## src/rtl/core/inest_pkg.sv

```systemverilog
package inest_pkg;

   // Word layout on the stream ports
   localparam int REQ_DATA_W = 40;
   localparam int REQ_USER_W = 2;
   localparam int RSP_DATA_W = 72;

   // Field widths
   localparam int VEC_W   = 8;
   localparam int ADDR_W  = 16;
   localparam int DEPTH_W = 8;
   localparam int COUNT_W = 32;

   localparam logic [DEPTH_W-1:0] DEPTH_MAX    = 8'd255;
   localparam logic [ADDR_W-1:0]  WINDOW_RESET = 16'd128;

   typedef enum logic [1:0] {
      FUNC_ENTER  = 2'd0,
      FUNC_RETURN = 2'd1,
      FUNC_CLEAR  = 2'd2,
      FUNC_POLL   = 2'd3
   } func_type;

   typedef enum logic [2:0] {
      ST_IDLE,
      ST_EXEC,
      ST_POP,
      ST_CHECK,
      ST_TOP,
      ST_FINISH
   } state_type;

   // Controller to datapath
   typedef struct packed {
      logic load_req;
      logic exec;
      logic pop;
      logic rd_top;
      logic load_rsp;
   } dp_cmd_type;

   // Datapath to controller
   typedef struct packed {
      func_type func;
      logic     depth_zero;
      logic     chain_ok;
      logic     in_window;
   } dp_stat_type;

endpackage

```

## src/rtl/core/inest_dp.sv

```systemverilog
module inest_dp
   import inest_pkg::*;
#(
   parameter int FRAME_SLOTS = 16
) (
   input  logic                  clock,
   input  logic                  reset,
   input  logic [REQ_DATA_W-1:0] req_tdata,
   input  logic [REQ_USER_W-1:0] req_tuser,
   input  logic                  csr_wen,
   input  logic [ADDR_W-1:0]     csr_wdata,
   input  dp_cmd_type            cmd,
   output dp_stat_type           stat,
   output logic [RSP_DATA_W-1:0] rsp_tdata
);

   localparam int AW = $clog2(FRAME_SLOTS);
   localparam logic [DEPTH_W-1:0] SLOTS = DEPTH_W'(FRAME_SLOTS);

   // Frame stores
   logic [ADDR_W-1:0] ra_mem [FRAME_SLOTS];
   logic [ADDR_W-1:0] sp_mem [FRAME_SLOTS];

   // Latched request word
   func_type            func_ff;
   logic [VEC_W-1:0]    vec_ff;
   logic [ADDR_W-1:0]   ra_ff;
   logic [ADDR_W-1:0]   sp_ff;

   // Architectural state
   logic [DEPTH_W-1:0]  depth_ff, depth_in;
   logic [COUNT_W-1:0]  count_ff, count_in;
   logic [VEC_W-1:0]    recent_ff, recent_in;
   logic                mark_ff, mark_in;
   logic [ADDR_W-1:0]   window_ff;

   // Working registers
   logic                flag_out_ff;
   logic [ADDR_W-1:0]   ra_rd_ff;
   logic [ADDR_W-1:0]   sp_rd_ff;
   logic                top_vld_ff;

   // Result word
   logic                rsp_int_ff;
   logic [DEPTH_W-1:0]  rsp_depth_ff;
   logic [COUNT_W-1:0]  rsp_count_ff;
   logic [VEC_W-1:0]    rsp_vec_ff;
   logic [ADDR_W-1:0]   rsp_ra_ff;
   logic                rsp_flag_ff;

   logic                top_rec;
   logic                chain_ok;
   logic                do_write;
   logic [DEPTH_W-1:0]  depth_m1;
   logic [DEPTH_W-1:0]  depth_m2;
   logic [ADDR_W-1:0]   sp_gap;

   // Frame bookkeeping from the current depth
   assign depth_m1 = depth_ff - 8'd1;
   assign depth_m2 = depth_ff - 8'd2;
   assign top_rec  = (depth_ff != '0) && (depth_ff <= SLOTS);
   assign chain_ok = (depth_ff >= 8'd2) && (depth_ff <= SLOTS);
   assign do_write = cmd.exec && (func_ff == FUNC_ENTER) && (depth_ff < SLOTS);
   assign sp_gap   = sp_ff - sp_rd_ff;

   assign stat.func       = func_ff;
   assign stat.depth_zero = (depth_ff == '0);
   assign stat.chain_ok   = chain_ok;
   assign stat.in_window  = (sp_gap <= window_ff);

   // Capture the request word
   always_ff @(posedge clock) begin
      if (cmd.load_req) begin
         func_ff <= func_type'(req_tuser);
         vec_ff  <= req_tdata[7:0];
         ra_ff   <= req_tdata[23:8];
         sp_ff   <= req_tdata[39:24];
      end
   end

   // Next architectural state
   always_comb begin
      depth_in  = depth_ff;
      count_in  = count_ff;
      recent_in = recent_ff;
      mark_in   = mark_ff;
      if (cmd.exec) begin
         case (func_ff)
            FUNC_ENTER: begin
               count_in  = count_ff + 32'd1;
               recent_in = vec_ff;
               mark_in   = 1'b1;
               if (depth_ff != DEPTH_MAX) begin
                  depth_in = depth_ff + 8'd1;
               end
            end
            FUNC_CLEAR: begin
               depth_in  = '0;
               count_in  = '0;
               recent_in = '0;
               mark_in   = 1'b0;
            end
            FUNC_POLL: begin
               mark_in = 1'b0;
            end
            default: begin
               mark_in = mark_ff;
            end
         endcase
      end else if (cmd.pop && (depth_ff != '0)) begin
         depth_in = depth_m1;
      end
   end

   always_ff @(posedge clock) begin
      if (reset) begin
         depth_ff  <= '0;
         count_ff  <= '0;
         recent_ff <= '0;
         mark_ff   <= 1'b0;
         window_ff <= WINDOW_RESET;
      end else begin
         depth_ff  <= depth_in;
         count_ff  <= count_in;
         recent_ff <= recent_in;
         mark_ff   <= mark_in;
         if (csr_wen) begin
            window_ff <= csr_wdata;
         end
      end
   end

   // Flag reported with the result: value before a poll clears it
   always_ff @(posedge clock) begin
      if (cmd.exec) begin
         flag_out_ff <= mark_in | (func_ff == FUNC_POLL ? mark_ff : 1'b0);
      end
   end

   // Push a frame on enter
   always_ff @(posedge clock) begin
      if (do_write) begin
         ra_mem[depth_ff[AW-1:0]] <= ra_ff;
         sp_mem[depth_ff[AW-1:0]] <= sp_ff;
      end
   end

   // Fetch the next frame's stack pointer while popping
   always_ff @(posedge clock) begin
      if (cmd.pop && chain_ok) begin
         sp_rd_ff <= sp_mem[depth_m2[AW-1:0]];
      end
   end

   // Fetch the innermost return address
   always_ff @(posedge clock) begin
      if (cmd.rd_top) begin
         top_vld_ff <= top_rec;
         if (top_rec) begin
            ra_rd_ff <= ra_mem[depth_m1[AW-1:0]];
         end
      end
   end

   // Load the result word
   always_ff @(posedge clock) begin
      if (cmd.load_rsp) begin
         rsp_int_ff   <= (depth_ff != '0);
         rsp_depth_ff <= depth_ff;
         rsp_count_ff <= count_ff;
         rsp_vec_ff   <= recent_ff;
         rsp_ra_ff    <= top_vld_ff ? ra_rd_ff : '0;
         rsp_flag_ff  <= flag_out_ff;
      end
   end

   assign rsp_tdata = {6'd0, rsp_flag_ff, rsp_ra_ff, rsp_vec_ff,
                       rsp_count_ff, rsp_depth_ff, rsp_int_ff};

endmodule

```

## src/rtl/core/inest_ctrl.sv

```systemverilog
module inest_ctrl
   import inest_pkg::*;
(
   input  logic        clock,
   input  logic        reset,
   input  logic        req_tvalid,
   output logic        req_tready,
   output logic        rsp_tvalid,
   input  logic        rsp_tready,
   input  dp_stat_type stat,
   output dp_cmd_type  cmd
);

   state_type state_ff, state_in;
   logic      rsp_valid_ff, rsp_valid_in;
   logic      out_free;

   assign out_free = !rsp_valid_ff || rsp_tready;

   // Next state
   always_comb begin
      state_in = state_ff;
      case (state_ff)
         ST_IDLE: begin
            if (req_tvalid) state_in = ST_EXEC;
         end
         ST_EXEC: begin
            state_in = (stat.func == FUNC_RETURN) ? ST_POP : ST_TOP;
         end
         ST_POP: begin
            if (!stat.depth_zero && stat.chain_ok) state_in = ST_CHECK;
            else state_in = ST_TOP;
         end
         ST_CHECK: begin
            state_in = stat.in_window ? ST_POP : ST_TOP;
         end
         ST_TOP: begin
            state_in = ST_FINISH;
         end
         ST_FINISH: begin
            if (out_free) state_in = ST_IDLE;
         end
         default: begin
            state_in = ST_IDLE;
         end
      endcase
   end

   // Datapath commands
   always_comb begin
      cmd          = '0;
      req_tready   = 1'b0;
      case (state_ff)
         ST_IDLE: begin
            req_tready   = 1'b1;
            cmd.load_req = req_tvalid;
         end
         ST_EXEC: begin
            cmd.exec = 1'b1;
         end
         ST_POP: begin
            cmd.pop = !stat.depth_zero;
         end
         ST_TOP: begin
            cmd.rd_top = 1'b1;
         end
         ST_FINISH: begin
            cmd.load_rsp = out_free;
         end
         default: begin
            cmd = '0;
         end
      endcase
   end

   // Hold the result until taken
   assign rsp_valid_in = cmd.load_rsp || (rsp_valid_ff && !rsp_tready);
   assign rsp_tvalid   = rsp_valid_ff;

   always_ff @(posedge clock) begin
      if (reset) begin
         state_ff     <= ST_IDLE;
         rsp_valid_ff <= 1'b0;
      end else begin
         state_ff     <= state_in;
         rsp_valid_ff <= rsp_valid_in;
      end
   end

endmodule

```

## src/rtl/core/interrupt_nesting_tracker.sv

```systemverilog
// Flow: enter, clear and poll execute, read the top frame and raise their result word;
//   a return also unwinds further frames (one pop and one window check per frame),
//   bounded by the FRAME_SLOTS frame slots.
// Handshake: one word at a time; the next word is taken once the result is in the output
//   register, even while that result waits.
// Reset: synchronous, active high; clears depth, counter, last vector, flag; window to 128.
module interrupt_nesting_tracker
   import inest_pkg::*;
#(
   parameter int FRAME_SLOTS = 16
) (
   input  logic                  clock,
   input  logic                  reset,
   input  logic                  req_tvalid,
   output logic                  req_tready,
   // vector[7:0], return_address[23:8], stack_pointer[39:24]
   input  logic [REQ_DATA_W-1:0] req_tdata,
   // func[1:0]
   input  logic [REQ_USER_W-1:0] req_tuser,
   output logic                  rsp_tvalid,
   input  logic                  rsp_tready,
   // in_interrupt[0], nest_depth[8:1], taken_total[40:9], last_vector_seen[48:41],
   // top_return_address[64:49], entered_flag[65], zero fill[71:66]
   output logic [RSP_DATA_W-1:0] rsp_tdata,
   input  logic                  csr_wen,
   input  logic [ADDR_W-1:0]     csr_wdata
);

   dp_cmd_type  cmd;
   dp_stat_type stat;

   inest_ctrl u_ctrl (
      .clock      (clock),
      .reset      (reset),
      .req_tvalid (req_tvalid),
      .req_tready (req_tready),
      .rsp_tvalid (rsp_tvalid),
      .rsp_tready (rsp_tready),
      .stat       (stat),
      .cmd        (cmd)
   );

   inest_dp #(
      .FRAME_SLOTS (FRAME_SLOTS)
   ) u_dp (
      .clock     (clock),
      .reset     (reset),
      .req_tdata (req_tdata),
      .req_tuser (req_tuser),
      .csr_wen   (csr_wen),
      .csr_wdata (csr_wdata),
      .cmd       (cmd),
      .stat      (stat),
      .rsp_tdata (rsp_tdata)
   );

endmodule

```

## config.mk

```make
export PLATFORM = sky130hd
export DESIGN_NAME = interrupt_nesting_tracker
export DESIGN_NICKNAME = d
export VERILOG_FILES = /design/src/rtl/core/inest_pkg.sv /design/src/rtl/core/inest_dp.sv /design/src/rtl/core/inest_ctrl.sv /design/src/rtl/core/interrupt_nesting_tracker.sv
export SDC_FILE = /design/constraint.sdc
export NUM_CORES = 1
export LEC_CHECK = 0
export BUFFER_PORTS_ARGS = -buffer_cell sky130_fd_sc_hd__buf_2
export CAP_MARGIN = 20
export CORE_MARGIN = 3
export CORE_UTILIZATION = 60
export CTS_CLUSTER_SIZE = 25
export DETAILED_ROUTE_END_ITERATION = 6
export PLACE_DENSITY = 0.78
export SLEW_MARGIN = 20
export SYNTH_ARGS = -nofsm -noshare
export SYNTH_HDL_FRONTEND = slang
export SYNTH_HIERARCHICAL = 1
export SYNTH_SLANG_ARGS = --single-unit
```

## constraint.sdc

```tcl
create_clock -name clock -period 9.1 [get_ports clock]
set_clock_uncertainty 0.05 [all_clocks]
set_input_delay 0.91 -clock clock [delete_from_list [all_inputs] [get_ports clock]]
set_output_delay 0.91 -clock clock [all_outputs]
set_load 0.02 [all_outputs]
```

==> impl_metrics.tcl <==
set metrics [dict create \
    status "finished clean" \
    max_freq_mhz 189 \
    ir_drop_uv 158 \
    hold_violations 0 \
    cp.arrival_ns 5.48 \
    intPower_mw 5.66 \
    vias_per_cell 6.31 \
    avgSynthCellArea_um2 17.9 \
    grt_pass1_vias 15456 \
    synth_cells 1591 \
    drv_slew 0 \
    cp-end-kind "flop" \
    power_density_nw_per_um2 230 \
    synthArstFlopShare 0 \
    hold_path_class "reg -> reg" \
    gp_congestion 0.804 \
    power_frac_clock 0.373 \
    synth_area_um2 28500 \
    p_sw_mw 1.79 \
    place_hpwl_um 35300 \
    row_count 79 \
    die_h_um 224 \
    yosysTopAreaCellShare 0.689 \
    final.setup.tns_ns 0 \
    coreArea_um2 46800 \
    instances_no_fill 2400 \
    synthTopCellsByCount "edfxtp_1 (654), mux4_2 (128), nand2_1 (81)" \
    clock_latency_ns 0.60 \
    cts.sinks 723 \
    cts_buffer_depth 3 \
    fillers 2867 \
    power.share.switching 0.240 \
    cts_tree "done" \
    drt-initial-drc-count 1645 \
    yosysMostFrequentCell "edfxtp_1" \
    cts.clk_slew.worst_paths_ns 0.06 \
    ys_seq_area_frac 0.738 \
    htreeDepth 3 \
    io_buffers 130 \
    syn_to_final_growth_pct 13.4 \
    pwr-share-comb 0.110 \
    dieWidth_um 224 \
    min_period_ns 5.29 \
    drt-total-wl_um 61600 \
    fin_hold_ws_ns 0.383 \
    ys_seq_elements 723 \
    overflow 0 \
    timing.final.crit_share 0.581 \
    seq_area_um2 21000 \
    die_area_um2 50100 \
    cts_hold_buf 0 \
    layout.nets 1847 \
    dr.pass1.iters 6 \
    grt_use_total 0.245 \
    yosysUniqueCellTypes 66 \
    numCtsBuffers 71 \
    power.leakage_nw 10.6 \
    post_cts_resized 0 \
    setup.worst_path.start_class "flop" \
    path_max_fanout 24 \
    io_pins 137 \
    num_vias 15148 \
    yosys-top-cells-area "edfxtp_1 (69%), mux4_2 (10%), dfxtp_1 (4.8%)" \
    maxCapViolations 0 \
    cts_post_setup_buffers_inserted 0 \
    setup_viol 0 \
    multi_input_area_um2 7060 \
    path_class "reg -> reg" \
    required_ns 9.29 \
    ant_nets 0 \
    rsz0062_at_grt "no" \
    remaining_drc_errors 0 \
    max_slew.worst_pin.slew_ns 1.06 \
    antenna_found_initial 0 \
    cts_root_buf "clkbuf_16" \
    synth_edf_count 654 \
    yosys_most_used_dff "edfxtp_1" \
    placed_cells 2272 \
    grt_max_degree 105 \
    yosysWarningCount 6 \
    initial_core_util 0.609 \
    wl_per_cell_um 25.7 \
    drive_gt1_frac 0.237 \
    seqPwrFrac 0.517 \
    slew_headroom 0.284 \
    grt_pass1_wl_um 92600 \
    yosysTopAreaCell "edfxtp_1" \
]
cells by family (layout without fill, tap and decap cells):
kind of cell             after synthesis  in the layout  share of synthesized area
other                                  1              7                   0.000132
multiplexers                         164            164                      0.114
XOR/XNOR                              38             38                     0.0117
flip-flops                           723            723                      0.738
buffers and inverters                131            327                     0.0209
AND/OR/NAND/NOR                      314            314                     0.0571
adder cells (fa/ha/maj)               40             40                     0.0178
AO/OA/AOI/OAI                        180            180                     0.0408
worst max-delay path, stage by stage (launching register included):
cell	delay, ns
dfxtp_1	0.52
nand2_1	0.12
nor2_1	0.72
nand2b_1	0.67
nor4_1	0.99
nand2_1	0.47
nor3_2	0.82
buf_4	0.55
state kept, by name, summed over array words and instances, names as in the netlist, 32 cells and up:
register and cells:
u_dp/count_ff 32, u_dp/ra_mem 256, u_dp/rsp_count_ff 32, u_dp/sp_mem 256
final cells by class:
cell class | count | area share
Antenna cell | 1 | 0.0000775
Multi-Input combinational cell | 742 | 0.218
Inverter | 48 | 0.00558
Tap cell | 607 | 0.0235
Timing Repair Buffer | 158 | 0.0342
Clock inverter | 43 | 0.0112
Clock buffer | 78 | 0.0561
Sequential cell | 723 | 0.651
power by group through the flow:
stage,sequential (mW),combinational [mW],clock (mW)
after CTS,3.85,0.822,2.81
final,3.85,0.820,2.78
after detailed placement,3.92,0.812,0
after floorplan,3.87,0.597,0
after global routing,3.86,0.893,2.94
after global placement,3.91,0.790,0
layout by cell type (no fill, tap or decap), types with 18 or more instances in the layout:
master / count
clkinv_1: 18
nand2_1: 81
edfxtp_1: 654
mux2i_1: 36
buf_2: 130
dfxtp_1: 67
a21oi_1: 59
a211oi_1: 36
nor2_1: 68
xor2_1: 18
ha_1: 37
mux4_2: 128
inv_1: 48
nor2b_1: 35
and2_1: 22
o21ai_0: 20
clkbuf_16: 71
layer usage:
metal,up-vias,routed length [um],global-route usage
li1,6557,-,-
met1,7693,24800,0.351
met2,769,29600,0.386
met3,129,5370,0.0508
met4,0,1810,0.0830
met5,-,0,0
path summary, 6_finish.rpt:
path	startpoint	end	slack, ns	depth (start not counted)
setup / recovery	u_ctrl/state_ff[0]	u_dp/ra_mem[2][0]	3.81	7
hold / removal	u_dp/flag_out_ff	u_dp/rsp_flag_ff	0.38	0
setup reg to reg	u_ctrl/state_ff[0]	u_dp/ra_mem[2][0]	3.81	7
hold reg to reg	u_dp/flag_out_ff	u_dp/rsp_flag_ff	0.38	0
stage by stage:
step	worst slack (ns)	total power, mW	area, um2	utilization
after floorplan	4.57	4.47	28500	-
after global placement	4.30	4.70	29800	0.637
after CTS	3.91	7.49	32200	0.688
final	3.81	7.45	32300	0.691
after global routing	3.46	7.70	32300	0.691
after detailed placement	4.03	4.73	30000	0.641
Note: power is estimated with default switching activity, not from simulation.
